--- config.mk ---
export PLATFORM = sky130hd
export DESIGN_NAME = gabor_like_3x3_row_filter
export DESIGN_NICKNAME = d
export VERILOG_FILES = /design/src/gl3_pkg.sv /design/src/gl3_front.sv /design/src/gl3_job_fifo.sv /design/src/gl3_back.sv /design/src/gabor_like_3x3_row_filter.sv
export SDC_FILE = /design/constraint.sdc
export NUM_CORES = 2
export LEC_CHECK = 0
export BUFFER_PORTS_ARGS = -buffer_cell sky130_fd_sc_hd__clkbuf_2
export CORE_ASPECT_RATIO = 0.7
export CORE_MARGIN = 3
export CORE_UTILIZATION = 66
export CTS_CLUSTER_SIZE = 12
export DETAILED_ROUTE_END_ITERATION = 7
export GPL_TIMING_DRIVEN = 0
export HOLD_SLACK_MARGIN = 0.02
export PLACE_DENSITY = 0.83
export SKIP_LAST_GASP = 1
export SLEW_MARGIN = 15
export SYNTH_ARGS = -nofsm -noshare
export SYNTH_HDL_FRONTEND = slang
export SYNTH_SLANG_ARGS = --single-unit
--- constraint.sdc ---
create_clock -name clk -period 9.8 [get_ports clk]
set_clock_uncertainty 0.05 [all_clocks]
set_input_delay 0.98 -clock clk [delete_from_list [all_inputs] [get_ports clk]]
set_output_delay 0.98 -clock clk [all_outputs]
set_load 0.02 [all_outputs]
--- src/gl3_pkg.sv ---
`timescale 1ns / 1ps

package gl3_pkg;

  // Sample and weight formats
  localparam int SAMPLE_BITS          = 16;
  localparam int WEIGHT_FRACTION_BITS = 16;
  localparam int WF                   = WEIGHT_FRACTION_BITS;

  // Derived widths
  localparam int WEIGHT_BITS = WF;
  localparam int GAIN_BITS   = WF + 1;
  localparam int SUM_BITS    = SAMPLE_BITS + 2;         // sum of four samples
  localparam int PROD_BITS   = SUM_BITS + WEIGHT_BITS + 1;
  localparam int ACC_BITS    = SAMPLE_BITS + WF + 4;
  localparam int HI_BITS     = ACC_BITS - WF;
  localparam int PH_BITS     = HI_BITS + GAIN_BITS + 1;
  localparam int PL_BITS     = WF + GAIN_BITS;
  localparam int LP_BITS     = PL_BITS + 1 - WF;
  localparam int RSUM_BITS   = PH_BITS + 1;
  localparam int R_BITS      = RSUM_BITS - WF;

  localparam logic [PL_BITS:0] ROUND_BIAS = (PL_BITS + 1)'(1) << (2 * WF - 1);

  // Configuration register map
  localparam int CFG_DATA_BITS  = GAIN_BITS;
  localparam int CFG_INDEX_BITS = 2;
  localparam logic [CFG_INDEX_BITS-1:0] REG_SIDE_WEIGHT     = 2'd0;
  localparam logic [CFG_INDEX_BITS-1:0] REG_DIAGONAL_WEIGHT = 2'd1;
  localparam logic [CFG_INDEX_BITS-1:0] REG_NORM_GAIN       = 2'd2;

  localparam logic [WEIGHT_BITS-1:0] SIDE_WEIGHT_RESET     = WEIGHT_BITS'(7548);
  localparam logic [WEIGHT_BITS-1:0] DIAGONAL_WEIGHT_RESET = WEIGHT_BITS'(4014);
  localparam logic [GAIN_BITS-1:0]   NORM_GAIN_RESET       = GAIN_BITS'(38422);

  // Job queue
  localparam int JOB_DEPTH    = 4;
  localparam int JOB_PTR_BITS = $clog2(JOB_DEPTH);
  localparam int JOB_CNT_BITS = $clog2(JOB_DEPTH + 1);

  typedef logic signed [SAMPLE_BITS-1:0] sample_t;
  typedef logic signed [SUM_BITS-1:0]    sum_t;
  typedef logic [WEIGHT_BITS-1:0]        weight_t;
  typedef logic [GAIN_BITS-1:0]          gain_t;

  // One pixel to filter: kernel taps already folded into two sums
  typedef struct packed {
    sample_t centre;
    sum_t    side_sum;
    sum_t    diag_sum;
    logic    end_of_row;
  } filt_job_t;

  function automatic sum_t add4(sample_t a, sample_t b, sample_t c, sample_t d);
    return sum_t'(a) + sum_t'(b) + sum_t'(c) + sum_t'(d);
  endfunction

endpackage

--- src/gl3_front.sv ---
`timescale 1ns / 1ps

module gl3_front (
  input  logic                clk,
  input  logic                rst,
  input  logic                in_valid,
  output logic                in_stall,
  input  gl3_pkg::sample_t    top_sample,
  input  gl3_pkg::sample_t    centre_sample,
  input  gl3_pkg::sample_t    bottom_sample,
  input  logic                last_in_row,
  input  logic                job_full,
  output logic                job_push,
  output gl3_pkg::filt_job_t  job_data
);

  // column window: [0] left column, [1] pending centre column
  gl3_pkg::sample_t   win_top [2];
  gl3_pkg::sample_t   win_centre [2];
  gl3_pkg::sample_t   win_bottom [2];
  logic               in_row;
  logic               pend_valid;
  gl3_pkg::filt_job_t pend_job;

  gl3_pkg::filt_job_t mid_job;
  gl3_pkg::filt_job_t edge_job;
  logic               accept;

  assign in_stall = pend_valid || job_full;
  assign accept   = in_valid && !in_stall;

  always_comb begin
    mid_job.centre     = win_centre[1];
    mid_job.side_sum   = gl3_pkg::add4(win_top[1], win_bottom[1], win_centre[0],
                                       centre_sample);
    mid_job.diag_sum   = gl3_pkg::add4(win_top[0], top_sample, win_bottom[0],
                                       bottom_sample);
    mid_job.end_of_row = 1'b0;

    // right edge repeats this column; a one-pixel row repeats it on both sides
    edge_job.centre     = centre_sample;
    edge_job.end_of_row = 1'b1;
    if (in_row) begin
      edge_job.side_sum = gl3_pkg::add4(top_sample, bottom_sample, win_centre[1],
                                        centre_sample);
      edge_job.diag_sum = gl3_pkg::add4(win_top[1], top_sample, win_bottom[1],
                                        bottom_sample);
    end else begin
      edge_job.side_sum = gl3_pkg::add4(top_sample, bottom_sample, centre_sample,
                                        centre_sample);
      edge_job.diag_sum = gl3_pkg::add4(top_sample, top_sample, bottom_sample,
                                        bottom_sample);
    end
  end

  always_comb begin
    job_push = 1'b0;
    job_data = mid_job;
    priority if (pend_valid) begin
      job_push = !job_full;
      job_data = pend_job;
    end else if (accept && in_row) begin
      job_push = 1'b1;
      job_data = mid_job;
    end else if (accept && last_in_row) begin
      job_push = 1'b1;
      job_data = edge_job;
    end else begin
      // nothing to queue this cycle
      job_push = 1'b0;
    end
  end

  always_ff @(posedge clk) begin
    if (rst) begin
      in_row     <= 1'b0;
      pend_valid <= 1'b0;
    end else begin
      if (pend_valid && !job_full) begin
        pend_valid <= 1'b0;
      end
      if (accept) begin
        in_row <= !last_in_row;
        if (in_row && last_in_row) begin
          pend_valid <= 1'b1;
        end
      end
    end
  end

  always_ff @(posedge clk) begin
    if (accept) begin
      pend_job <= edge_job;
      if (in_row) begin
        win_top[0]    <= win_top[1];
        win_centre[0] <= win_centre[1];
        win_bottom[0] <= win_bottom[1];
      end else begin
        win_top[0]    <= top_sample;
        win_centre[0] <= centre_sample;
        win_bottom[0] <= bottom_sample;
      end
      win_top[1]    <= top_sample;
      win_centre[1] <= centre_sample;
      win_bottom[1] <= bottom_sample;
    end
  end

endmodule

--- src/gl3_job_fifo.sv ---
`timescale 1ns / 1ps

module gl3_job_fifo (
  input  logic                clk,
  input  logic                rst,
  input  logic                push,
  input  gl3_pkg::filt_job_t  push_data,
  output logic                full,
  input  logic                pop,
  output gl3_pkg::filt_job_t  head,
  output logic                not_empty
);

  gl3_pkg::filt_job_t                 slots [gl3_pkg::JOB_DEPTH];
  logic [gl3_pkg::JOB_PTR_BITS-1:0]   wr_ptr;
  logic [gl3_pkg::JOB_PTR_BITS-1:0]   rd_ptr;
  logic [gl3_pkg::JOB_CNT_BITS-1:0]   count;
  logic                               do_push;
  logic                               do_pop;

  assign full      = count == gl3_pkg::JOB_CNT_BITS'(gl3_pkg::JOB_DEPTH);
  assign not_empty = count != '0;
  assign do_push   = push && !full;
  assign do_pop    = pop && not_empty;
  assign head      = slots[rd_ptr];

  always_ff @(posedge clk) begin
    if (rst) begin
      wr_ptr <= '0;
      rd_ptr <= '0;
      count  <= '0;
    end else begin
      if (do_push) begin
        wr_ptr <= wr_ptr + 1'b1;
      end
      if (do_pop) begin
        rd_ptr <= rd_ptr + 1'b1;
      end
      if (do_push && !do_pop) begin
        count <= count + 1'b1;
      end else if (do_pop && !do_push) begin
        count <= count - 1'b1;
      end
    end
  end

  always_ff @(posedge clk) begin
    if (do_push) begin
      slots[wr_ptr] <= push_data;
    end
  end

endmodule

--- src/gl3_back.sv ---
`timescale 1ns / 1ps

module gl3_back (
  input  logic                clk,
  input  logic                rst,
  input  logic                job_valid,
  input  gl3_pkg::filt_job_t  job,
  output logic                job_pop,
  input  gl3_pkg::weight_t    side_weight,
  input  gl3_pkg::weight_t    diagonal_weight,
  input  gl3_pkg::gain_t      norm_gain,
  output logic                out_valid,
  input  logic                out_stall,
  output gl3_pkg::sample_t    filtered_pixel,
  output logic                end_of_row
);

  localparam int S = gl3_pkg::SAMPLE_BITS;

  logic advance;

  // stage 1: weight products
  logic                                  v1;
  logic signed [gl3_pkg::PROD_BITS-1:0]  p_side;
  logic signed [gl3_pkg::PROD_BITS-1:0]  p_diag;
  gl3_pkg::sample_t                      c1;
  logic                                  e1;

  // stage 2: accumulated kernel sum
  logic                                  v2;
  logic signed [gl3_pkg::ACC_BITS-1:0]   acc;
  logic                                  e2;

  // stage 3: gain products on upper and lower halves
  logic                                  v3;
  logic signed [gl3_pkg::PH_BITS-1:0]    p_hi;
  logic [gl3_pkg::PL_BITS-1:0]           p_lo;
  logic                                  e3;

  // stage 4 (combinational into output register): round, shift, saturate
  logic [gl3_pkg::PL_BITS:0]             lo_rounded;
  logic [gl3_pkg::LP_BITS-1:0]           low_part;
  logic signed [gl3_pkg::RSUM_BITS-1:0]  rsum;
  logic signed [gl3_pkg::R_BITS-1:0]     r;
  logic                                  overflow;
  gl3_pkg::sample_t                      sat;

  assign advance = !(out_valid && out_stall);
  assign job_pop = advance && job_valid;

  always_comb begin
    lo_rounded = (gl3_pkg::PL_BITS + 1)'(p_lo) + gl3_pkg::ROUND_BIAS;
    low_part   = lo_rounded[gl3_pkg::PL_BITS:gl3_pkg::WF];
    rsum       = gl3_pkg::RSUM_BITS'(p_hi)
                 + gl3_pkg::RSUM_BITS'($signed({1'b0, low_part}));
    r          = rsum[gl3_pkg::RSUM_BITS-1:gl3_pkg::WF];
    // out of range when the bits above the sample do not all match its sign
    overflow   = (r[gl3_pkg::R_BITS-1:S-1] != '0) && (r[gl3_pkg::R_BITS-1:S-1] != '1);
    if (overflow) begin
      sat = r[gl3_pkg::R_BITS-1] ? {1'b1, {(S-1){1'b0}}} : {1'b0, {(S-1){1'b1}}};
    end else begin
      sat = r[S-1:0];
    end
  end

  always_ff @(posedge clk) begin
    if (rst) begin
      v1        <= 1'b0;
      v2        <= 1'b0;
      v3        <= 1'b0;
      out_valid <= 1'b0;
    end else if (advance) begin
      v1        <= job_valid;
      v2        <= v1;
      v3        <= v2;
      out_valid <= v3;
    end
  end

  always_ff @(posedge clk) begin
    if (advance) begin
      p_side <= $signed(job.side_sum) * $signed({1'b0, side_weight});
      p_diag <= $signed(job.diag_sum) * $signed({1'b0, diagonal_weight});
      c1     <= job.centre;
      e1     <= job.end_of_row;

      acc <= gl3_pkg::ACC_BITS'($signed({c1, {gl3_pkg::WF{1'b0}}}))
             + gl3_pkg::ACC_BITS'(p_side) + gl3_pkg::ACC_BITS'(p_diag);
      e2  <= e1;

      p_hi <= $signed(acc[gl3_pkg::ACC_BITS-1:gl3_pkg::WF]) * $signed({1'b0, norm_gain});
      p_lo <= acc[gl3_pkg::WF-1:0] * norm_gain;
      e3   <= e2;

      filtered_pixel <= sat;
      end_of_row     <= e3;
    end
  end

endmodule

--- src/gabor_like_3x3_row_filter.sv ---
`timescale 1ns / 1ps

// Channel   Handshake              Payload
// -------   --------------------   ----------------------------------------------
// in        in_valid / in_stall    top_sample, centre_sample, bottom_sample,
//                                  last_in_row
// out       out_valid / out_stall  filtered_pixel, end_of_row
// config    wr_en                  wr_index, wr_data (no read-back)
//
// Sustains one column request per clock while in_stall is low. A last-in-row
// column that follows another column yields two results and holds in_stall
// until the second job is queued, as the front writes one job per cycle into
// the queue. The back pipeline is four register stages. Synchronous
// active-high reset clears control state and loads the default weights.
// out_stall while out_valid is high freezes the whole back pipeline; the
// four-entry job queue then fills and in_stall rises.

module gabor_like_3x3_row_filter (
  input  logic                                  clk,
  input  logic                                  rst,
  input  logic                                  wr_en,
  input  logic [gl3_pkg::CFG_INDEX_BITS-1:0]    wr_index,
  input  logic [gl3_pkg::CFG_DATA_BITS-1:0]     wr_data,
  input  logic                                  in_valid,
  output logic                                  in_stall,
  input  gl3_pkg::sample_t                      top_sample,
  input  gl3_pkg::sample_t                      centre_sample,
  input  gl3_pkg::sample_t                      bottom_sample,
  input  logic                                  last_in_row,
  output logic                                  out_valid,
  input  logic                                  out_stall,
  output gl3_pkg::sample_t                      filtered_pixel,
  output logic                                  end_of_row
);

  // Filter coefficients; the user must write them only while the block is idle, the block does not enforce it
  gl3_pkg::weight_t side_weight;
  gl3_pkg::weight_t diagonal_weight;
  gl3_pkg::gain_t   norm_gain;

  // Front to queue
  logic               job_push;
  gl3_pkg::filt_job_t job_in;
  logic               job_full;

  // Queue to back
  logic               job_pop;
  gl3_pkg::filt_job_t job_head;
  logic               job_avail;

  always_ff @(posedge clk) begin
    if (rst) begin
      side_weight     <= gl3_pkg::SIDE_WEIGHT_RESET;
      diagonal_weight <= gl3_pkg::DIAGONAL_WEIGHT_RESET;
      norm_gain       <= gl3_pkg::NORM_GAIN_RESET;
    end else if (wr_en) begin
      unique case (wr_index)
        gl3_pkg::REG_SIDE_WEIGHT: begin
          side_weight <= wr_data[gl3_pkg::WEIGHT_BITS-1:0];
        end
        gl3_pkg::REG_DIAGONAL_WEIGHT: begin
          diagonal_weight <= wr_data[gl3_pkg::WEIGHT_BITS-1:0];
        end
        gl3_pkg::REG_NORM_GAIN: begin
          norm_gain <= wr_data[gl3_pkg::GAIN_BITS-1:0];
        end
        default: begin
          // unmapped index: write dropped
        end
      endcase
    end
  end

  // Front: holds the column window, turns each column into filter jobs
  gl3_front u_front (
    .clk           (clk),
    .rst           (rst),
    .in_valid      (in_valid),
    .in_stall      (in_stall),
    .top_sample    (top_sample),
    .centre_sample (centre_sample),
    .bottom_sample (bottom_sample),
    .last_in_row   (last_in_row),
    .job_full      (job_full),
    .job_push      (job_push),
    .job_data      (job_in)
  );

  // Short queue decoupling front from back
  gl3_job_fifo u_job_fifo (
    .clk       (clk),
    .rst       (rst),
    .push      (job_push),
    .push_data (job_in),
    .full      (job_full),
    .pop       (job_pop),
    .head      (job_head),
    .not_empty (job_avail)
  );

  // Back: weighting, gain, rounding and saturation
  gl3_back u_back (
    .clk             (clk),
    .rst             (rst),
    .job_valid       (job_avail),
    .job             (job_head),
    .job_pop         (job_pop),
    .side_weight     (side_weight),
    .diagonal_weight (diagonal_weight),
    .norm_gain       (norm_gain),
    .out_valid       (out_valid),
    .out_stall       (out_stall),
    .filtered_pixel  (filtered_pixel),
    .end_of_row      (end_of_row)
  );

endmodule

Yosys cells after proc, flatten, opt, wreduce, memory -nomap -nowiden

Memory sizes are Yosys's and may differ from the RTL's. A register that Yosys moved wholly into a read port is not among the register bits.
Cells that the tools add are included.

Bits in registers: 327
RAM bits: 308
Bits of input ports: 73
Output and inout bits: 19
Memories kept: 4

Add/sub/neg operators: 25
Multipliers: 4
Eq/ne operators: 4
Muxes and demuxes: 29
Bitwise gates (word level): 3
Reductions and logical operators: 26

Memories:

| name               | words | bits a word | read ports | clocked after memory_dff | write ports | RTL line           | text |
|---|---|---|---|---|---|---|---|
| u_job_fifo.slots   | 4     | 53          | 1          | 1                        | 1           | gl3_job_fifo.sv:14 | `gl3_pkg::filt_job_t slots [gl3_pkg::JOB_DEPTH];` |
| u_front.win_bottom | 2     | 16          | 2          | 0                        | 2           | gl3_front.sv:20    | `gl3_pkg::sample_t win_bottom [2];` |
| u_front.win_centre | 2     | 16          | 2          | 0                        | 2           | gl3_front.sv:19    | `gl3_pkg::sample_t win_centre [2];` |
| u_front.win_top    | 2     | 16          | 2          | 0                        | 2           | gl3_front.sv:18    | `gl3_pkg::sample_t win_top [2];` |

Operator list:

| operator                                                          | number |
|---|---|
| 53-bit 2-to-1 mux                                                 | 3 |
| 17-bit by 16-bit adder with 18-bit output                         | 6 |
| 18-bit by 16-bit adder with 18-bit output                         | 6 |
| 16-bit by 16-bit adder with 17-bit output                         | 5 |
| 16-bit 2-to-1 mux                                                 | 5 |
| 18-bit by 17-bit multiplier with 35-bit output                    | 2 |
| 38-bit by 19-bit adder with 39-bit output                         | 1 |
| 20-bit by 18-bit multiplier with 38-bit output                    | 1 |
| 32-bit by 35-bit adder with 36-bit output                         | 1 |
| 36-bit by 35-bit adder with 36-bit output                         | 1 |
| 36-bit 2-to-1 mux                                                 | 1 |
| 33-bit by 32-bit adder with 34-bit output (second input constant) | 1 |
| 16-bit by 17-bit multiplier with 33-bit output                    | 1 |
| 1-bit 2-to-1 mux                                                  | 16 |
| 1-bit logical AND                                                 | 12 |
| 8-bit != test (second input constant)                             | 1 |
| 8-bit nonzero test                                                | 1 |
| 1-bit zero test                                                   | 6 |
| 3-bit 2-to-1 mux                                                  | 2 |
| 2-bit AND reduction                                               | 3 |
| 2-bit by 1-bit adder with 2-bit output (second input constant)    | 2 |
| 2-bit 2-to-1 mux                                                  | 2 |
| 3-bit by 1-bit adder with 3-bit output (second input constant)    | 1 |
| 3-bit == test (second input constant)                             | 1 |
| other kinds (8)                                                   | 10 |

Depth between registers and ports, before layout

Depth in word-level cells: 13
Mapped depth: 28
Depth with buffers taken out: 25

Modules after synthesis

Synthesis repeated with hierarchy kept, for this count alone.

Cells, all modules: 7087
Area total of the unflattened synthesis: 74534.0 um2

By module, submodules not included:

| module                    | times used | cells each | area each (um2) | sequential area each (um2) |
|---|---|---|---|---|
| gl3_back                  | 1          | 5383       | 51788.4         | 5995.8 |
| gl3_front                 | 1          | 1185       | 12590.8         | 4003.8 |
| gl3_job_fifo              | 1          | 325        | 8180.3          | 6546.3 |
| gabor_like_3x3_row_filter | 1          | 194        | 1974.4          | 980.9 |

Least setup slack after synthesis

OpenSTA, ideal clock, no wires.

Path kind: register -> register
Start point: reg (tool-made name)
End point: reg u_back.p_side[34] in the netlist's numbering, data pin
Arrival time: 7.445 ns
Data required time: 9.490 ns
Slack: 2.045 ns
Stages on the path, launching flop included: 27
Clock period less this slack: 7.755 ns
Path through: dfxtp_1 clkbuf_1 buf_1 mux4_2 clkbuf_1 nand2_1 fa_1 fa_1 fa_1 inv_1 fa_1 fa_1 inv_1 fa_1 inv_1 ha_1 clkbuf_1 nand2_1 or3_1 a211o_1 o211ai_2 a41oi_1 a2111oi_2 o311a_1 o21a_1 nor2_1 xnor2_1

RTL lines:

| element              | RTL line       | text |
|---|---|---|
| end signal, assigned | gl3_back.sv:82 | `p_side <= $signed(job.side_sum) * $signed({1'b0, side_weight});` |
| end, declared        | gl3_back.sv:24 | `logic signed [gl3_pkg::PROD_BITS-1:0] p_side;` |

==> flow_metrics.env <==
export IMPL_totalWireLength_um=206000
export IMPL_end_kind="flip-flop"
export IMPL_place_inst=8828
export IMPL_syn_num_nets=9112
export IMPL_cts_max_path_buffers=3
export IMPL_portBuffers=90
export IMPL_setup_tns_ns=0
export IMPL_drive_gt1_share_pct=4.49
export IMPL_hold_violations=0
export IMPL_start_util_pct=66.9
export IMPL_fin_nets=9284
export IMPL_outcome="finished, final reports clean"
export IMPL_remaining_drc_errors=0
export IMPL_grt_overflow_total=0
export IMPL_grt_met1_usage_pct=52.3
export IMPL_synth_area_um2=74300
export IMPL_antenna_found_initial=17
export IMPL_crit_type="flip-flop to flip-flop"
export IMPL_finalCritPeriodShare_pct=97.3
export IMPL_grt_busiest_layer="met1"
export IMPL_cts_tree="yes"
export IMPL_areaGrowthSynthToFinish_pct=6.47
export IMPL_crit_required_ns=10.17
export IMPL_maxSlewHeadroom_pct=15.6
export IMPL_grt_pass1_wl_um=325000
export IMPL_critPathMaxFanout=10
export IMPL_drv_slew=0
export IMPL_grt_util_met3_pct=15.3
export IMPL_worstPathArrival_ns=9.90
export IMPL_routedWlPerCell_um=23.0
export IMPL_grt_pass1_vias=56400
export IMPL_synth_cells=7219
export IMPL_ys_flop_type="edfxtp_1"
export IMPL_cp_start_kind="flip-flop"
export IMPL_cts_sinks=605
export IMPL_num_rows=102
export IMPL_vias=53400
export IMPL_synth_warnings=0
export IMPL_synth_edf_count=541
export IMPL_gp_congestion=1.02
export IMPL_dr_pass1_iters=8
export IMPL_viasPerCell=5.97
export IMPL_yosys_top_cells_area="fa_1 34%, edfxtp_1 22%, ha_1 9.2%"
export IMPL_ant_nets=0
export IMPL_fin_crit_ns=9.53
export IMPL_cts_setup_buffers=0
export IMPL_max_freq_ghz=0.105
export IMPL_r2r_setup_slack_ns=0.27
export IMPL_async_reset_ff_share_pct=0
export IMPL_dpl_hpwl_um=166000
export IMPL_ys_ff_latch=605
export IMPL_fin_cells=8952
export IMPL_cts_root_buffer="clkbuf_16"
export IMPL_rsz0062_at_grt="false"
export IMPL_avgSynthCellArea_um2=10.3
export IMPL_yosysUniqueCellTypes=89
export IMPL_setup_violations_final=0
export IMPL_hp_class="flip-flop to flip-flop"
export IMPL_synth_top_area_share_pct=34.3
export IMPL_grt_max_degree=51
export IMPL_ff2ff_path_depth=23
export IMPL_clk_latency_ns=0.69
export IMPL_die_x_um=407
export IMPL_grt_util_met2_pct=51.6
export IMPL_fp_dieArea_um2=117000
export IMPL_path_clk_slew_ns=0.08
export IMPL_numCtsBuffers=67
export IMPL_ios=92
export IMPL_endpoint="u_back.p_side[34]"
export IMPL_core_um2=111000
export IMPL_reg2reg_to="u_back.p_side[34]"
export IMPL_drt_iter0_drc=5943
export IMPL_htree_levels=3
export IMPL_final_common_cell="inv_1"
export IMPL_synth_top_area_cell="fa_1"
export IMPL_gr_usage_all_layers_pct=36.7
export IMPL_final_cell_mix="1564 x inv_1, 1274 x fa_1, 954 x nand2_1"
export IMPL_die_y_um=287
export IMPL_drv_cap=0
export IMPL_seq_area_frac_synth_pct=23.6
export IMPL_worst_pin_slew_ns=1.27
[state kept, by name, indices dropped and copies added (netlist names), 3 cells and up, named ones only]
register               count
u_front.win_top           32
u_back.c1                 16
u_back.p_hi               38
u_back.p_side             35
u_back.p_lo               17
norm_gain                 17
diagonal_weight           16
side_weight               16
u_front.win_bottom        32
u_back.filtered_pixel     16
u_job_fifo.slots         212
u_front.pend_job          36
u_back.p_diag             35
u_back.acc                36
u_job_fifo.count           3
u_front.win_centre        32
[repair_timing]
action	in CTS	in global routing
endpoints found under the setup margin	0	2
gates resized for setup	0	7
hold buffers	0	0
[per-layer routing]
| layer | vias to the layer above | wire length, µm | part of all wire [%] |
|---|---|---|---|
| met2 | 3340 | 84600 | 41 |
| met1 | 26700 | 81700 | 40 |
| met4 | 16 | 6770 | 3.3 |
| met5 | - | 161 | 0.078 |
| li1 | 22900 | - | - |
| met3 | 486 | 32700 | 16 |
[per-stage QoR]
step / area [µm²] / hold slack [ns] / setup WS [ns] / utilization (%)
after floorplan: 74300 / 0.350 / 2.05 / -
after global placement: 76700 / 0.356 / -0.783 / 69.0
after detailed placement: 77000 / 0.368 / 0.101 / 69.2
after CTS: 79100 / 0.377 / 0.0447 / 71.2
after global routing: 79100 / 0.389 / 0.000839 / 71.2
final: 79200 / 0.375 / 0.268 / 71.2
[critical path, stage by stage, from the launching register on]
cell and delay (ns):
dfxtp_1 0.34, clkbuf_1 0.43, clkbuf_1 0.79, mux4_2 0.52
clkbuf_1 0.49, nand2_1 0.23, fa_1 0.86, inv_1 0.13
fa_1 0.50, fa_1 0.51, fa_1 0.51, fa_1 0.49
inv_1 0.05, fa_1 0.48, inv_1 0.05, ha_1 0.41
and3_1 0.27, a22o_1 0.21, a41oi_1 0.79, a2111oi_2 0.26
o311a_1 0.42, o21a_1 0.17, nor2_1 0.17, xnor2_1 0.13
[area by class of cell]
type / count / area [µm²]
Antenna cell: 9 / 22.5
Buffer: 266 / 1040
Clock buffer: 87 / 1820
Clock inverter: 26 / 300
Fill cell: 7935 / 32000
Inverter: 1567 / 5880
Multi-Input combinational cell: 4781 / 49900
Sequential cell: 605 / 17500
Tap cell: 1508 / 1890
Timing Repair Buffer: 103 / 742
[how the worst min path moves through the flow]
stage	start	end	slack (ns)	cells past startpoint
finish	u_back.e2	u_back.e3	0.37	0
global route	u_back.e1	u_back.e2	0.39	0
CTS	u_back.e2	u_back.e3	0.38	0
detailed placement	u_back.e2	u_back.e3	0.37	0
global placement	u_back.e2	u_back.e3	0.36	0
floorplan	u_back.e1	u_back.e2	0.35	0
[Yosys cell counts, types with 19 or more instances]
| library cell | n |
|---|---|
| xnor2_1 | 170 |
| a21oi_1 | 216 |
| o21a_1 | 29 |
| fa_1 | 1274 |
| nand3_1 | 54 |
| xor2_1 | 75 |
| nand2_1 | 955 |
| ha_1 | 546 |
| nor2b_1 | 37 |
| or3_1 | 21 |
| nor3_1 | 59 |
| and2_1 | 488 |
| inv_1 | 1566 |
| o21bai_1 | 23 |
| dfxtp_1 | 64 |
| a211oi_1 | 22 |
| nand4_1 | 19 |
| a21o_1 | 82 |
| mux4_2 | 53 |
| o21ai_0 | 168 |
| nor2_1 | 141 |
| nand3b_1 | 29 |
| clkbuf_1 | 242 |
| edfxtp_1 | 541 |
| nand2b_1 | 28 |
| mux2_2 | 37 |
[cell families (layout without fill, tap and decap cells)]
family,Yosys count,count (layout),share of synthesized area [%]
AO/OA/AOI/OAI,725,725,6.27
AND/OR/NAND/NOR,1891,1891,12.2
buffers and inverters,1833,2049,9.29
multiplexers,100,100,2.30
XOR/XNOR,245,245,2.89
adder cells (fa/ha/maj),1820,1820,43.5
other,0,9,0
flip-flops,605,605,23.6
Power is not shown: default switching activity piles up to over one toggle a cycle in this logic, so the estimate is an artifact.
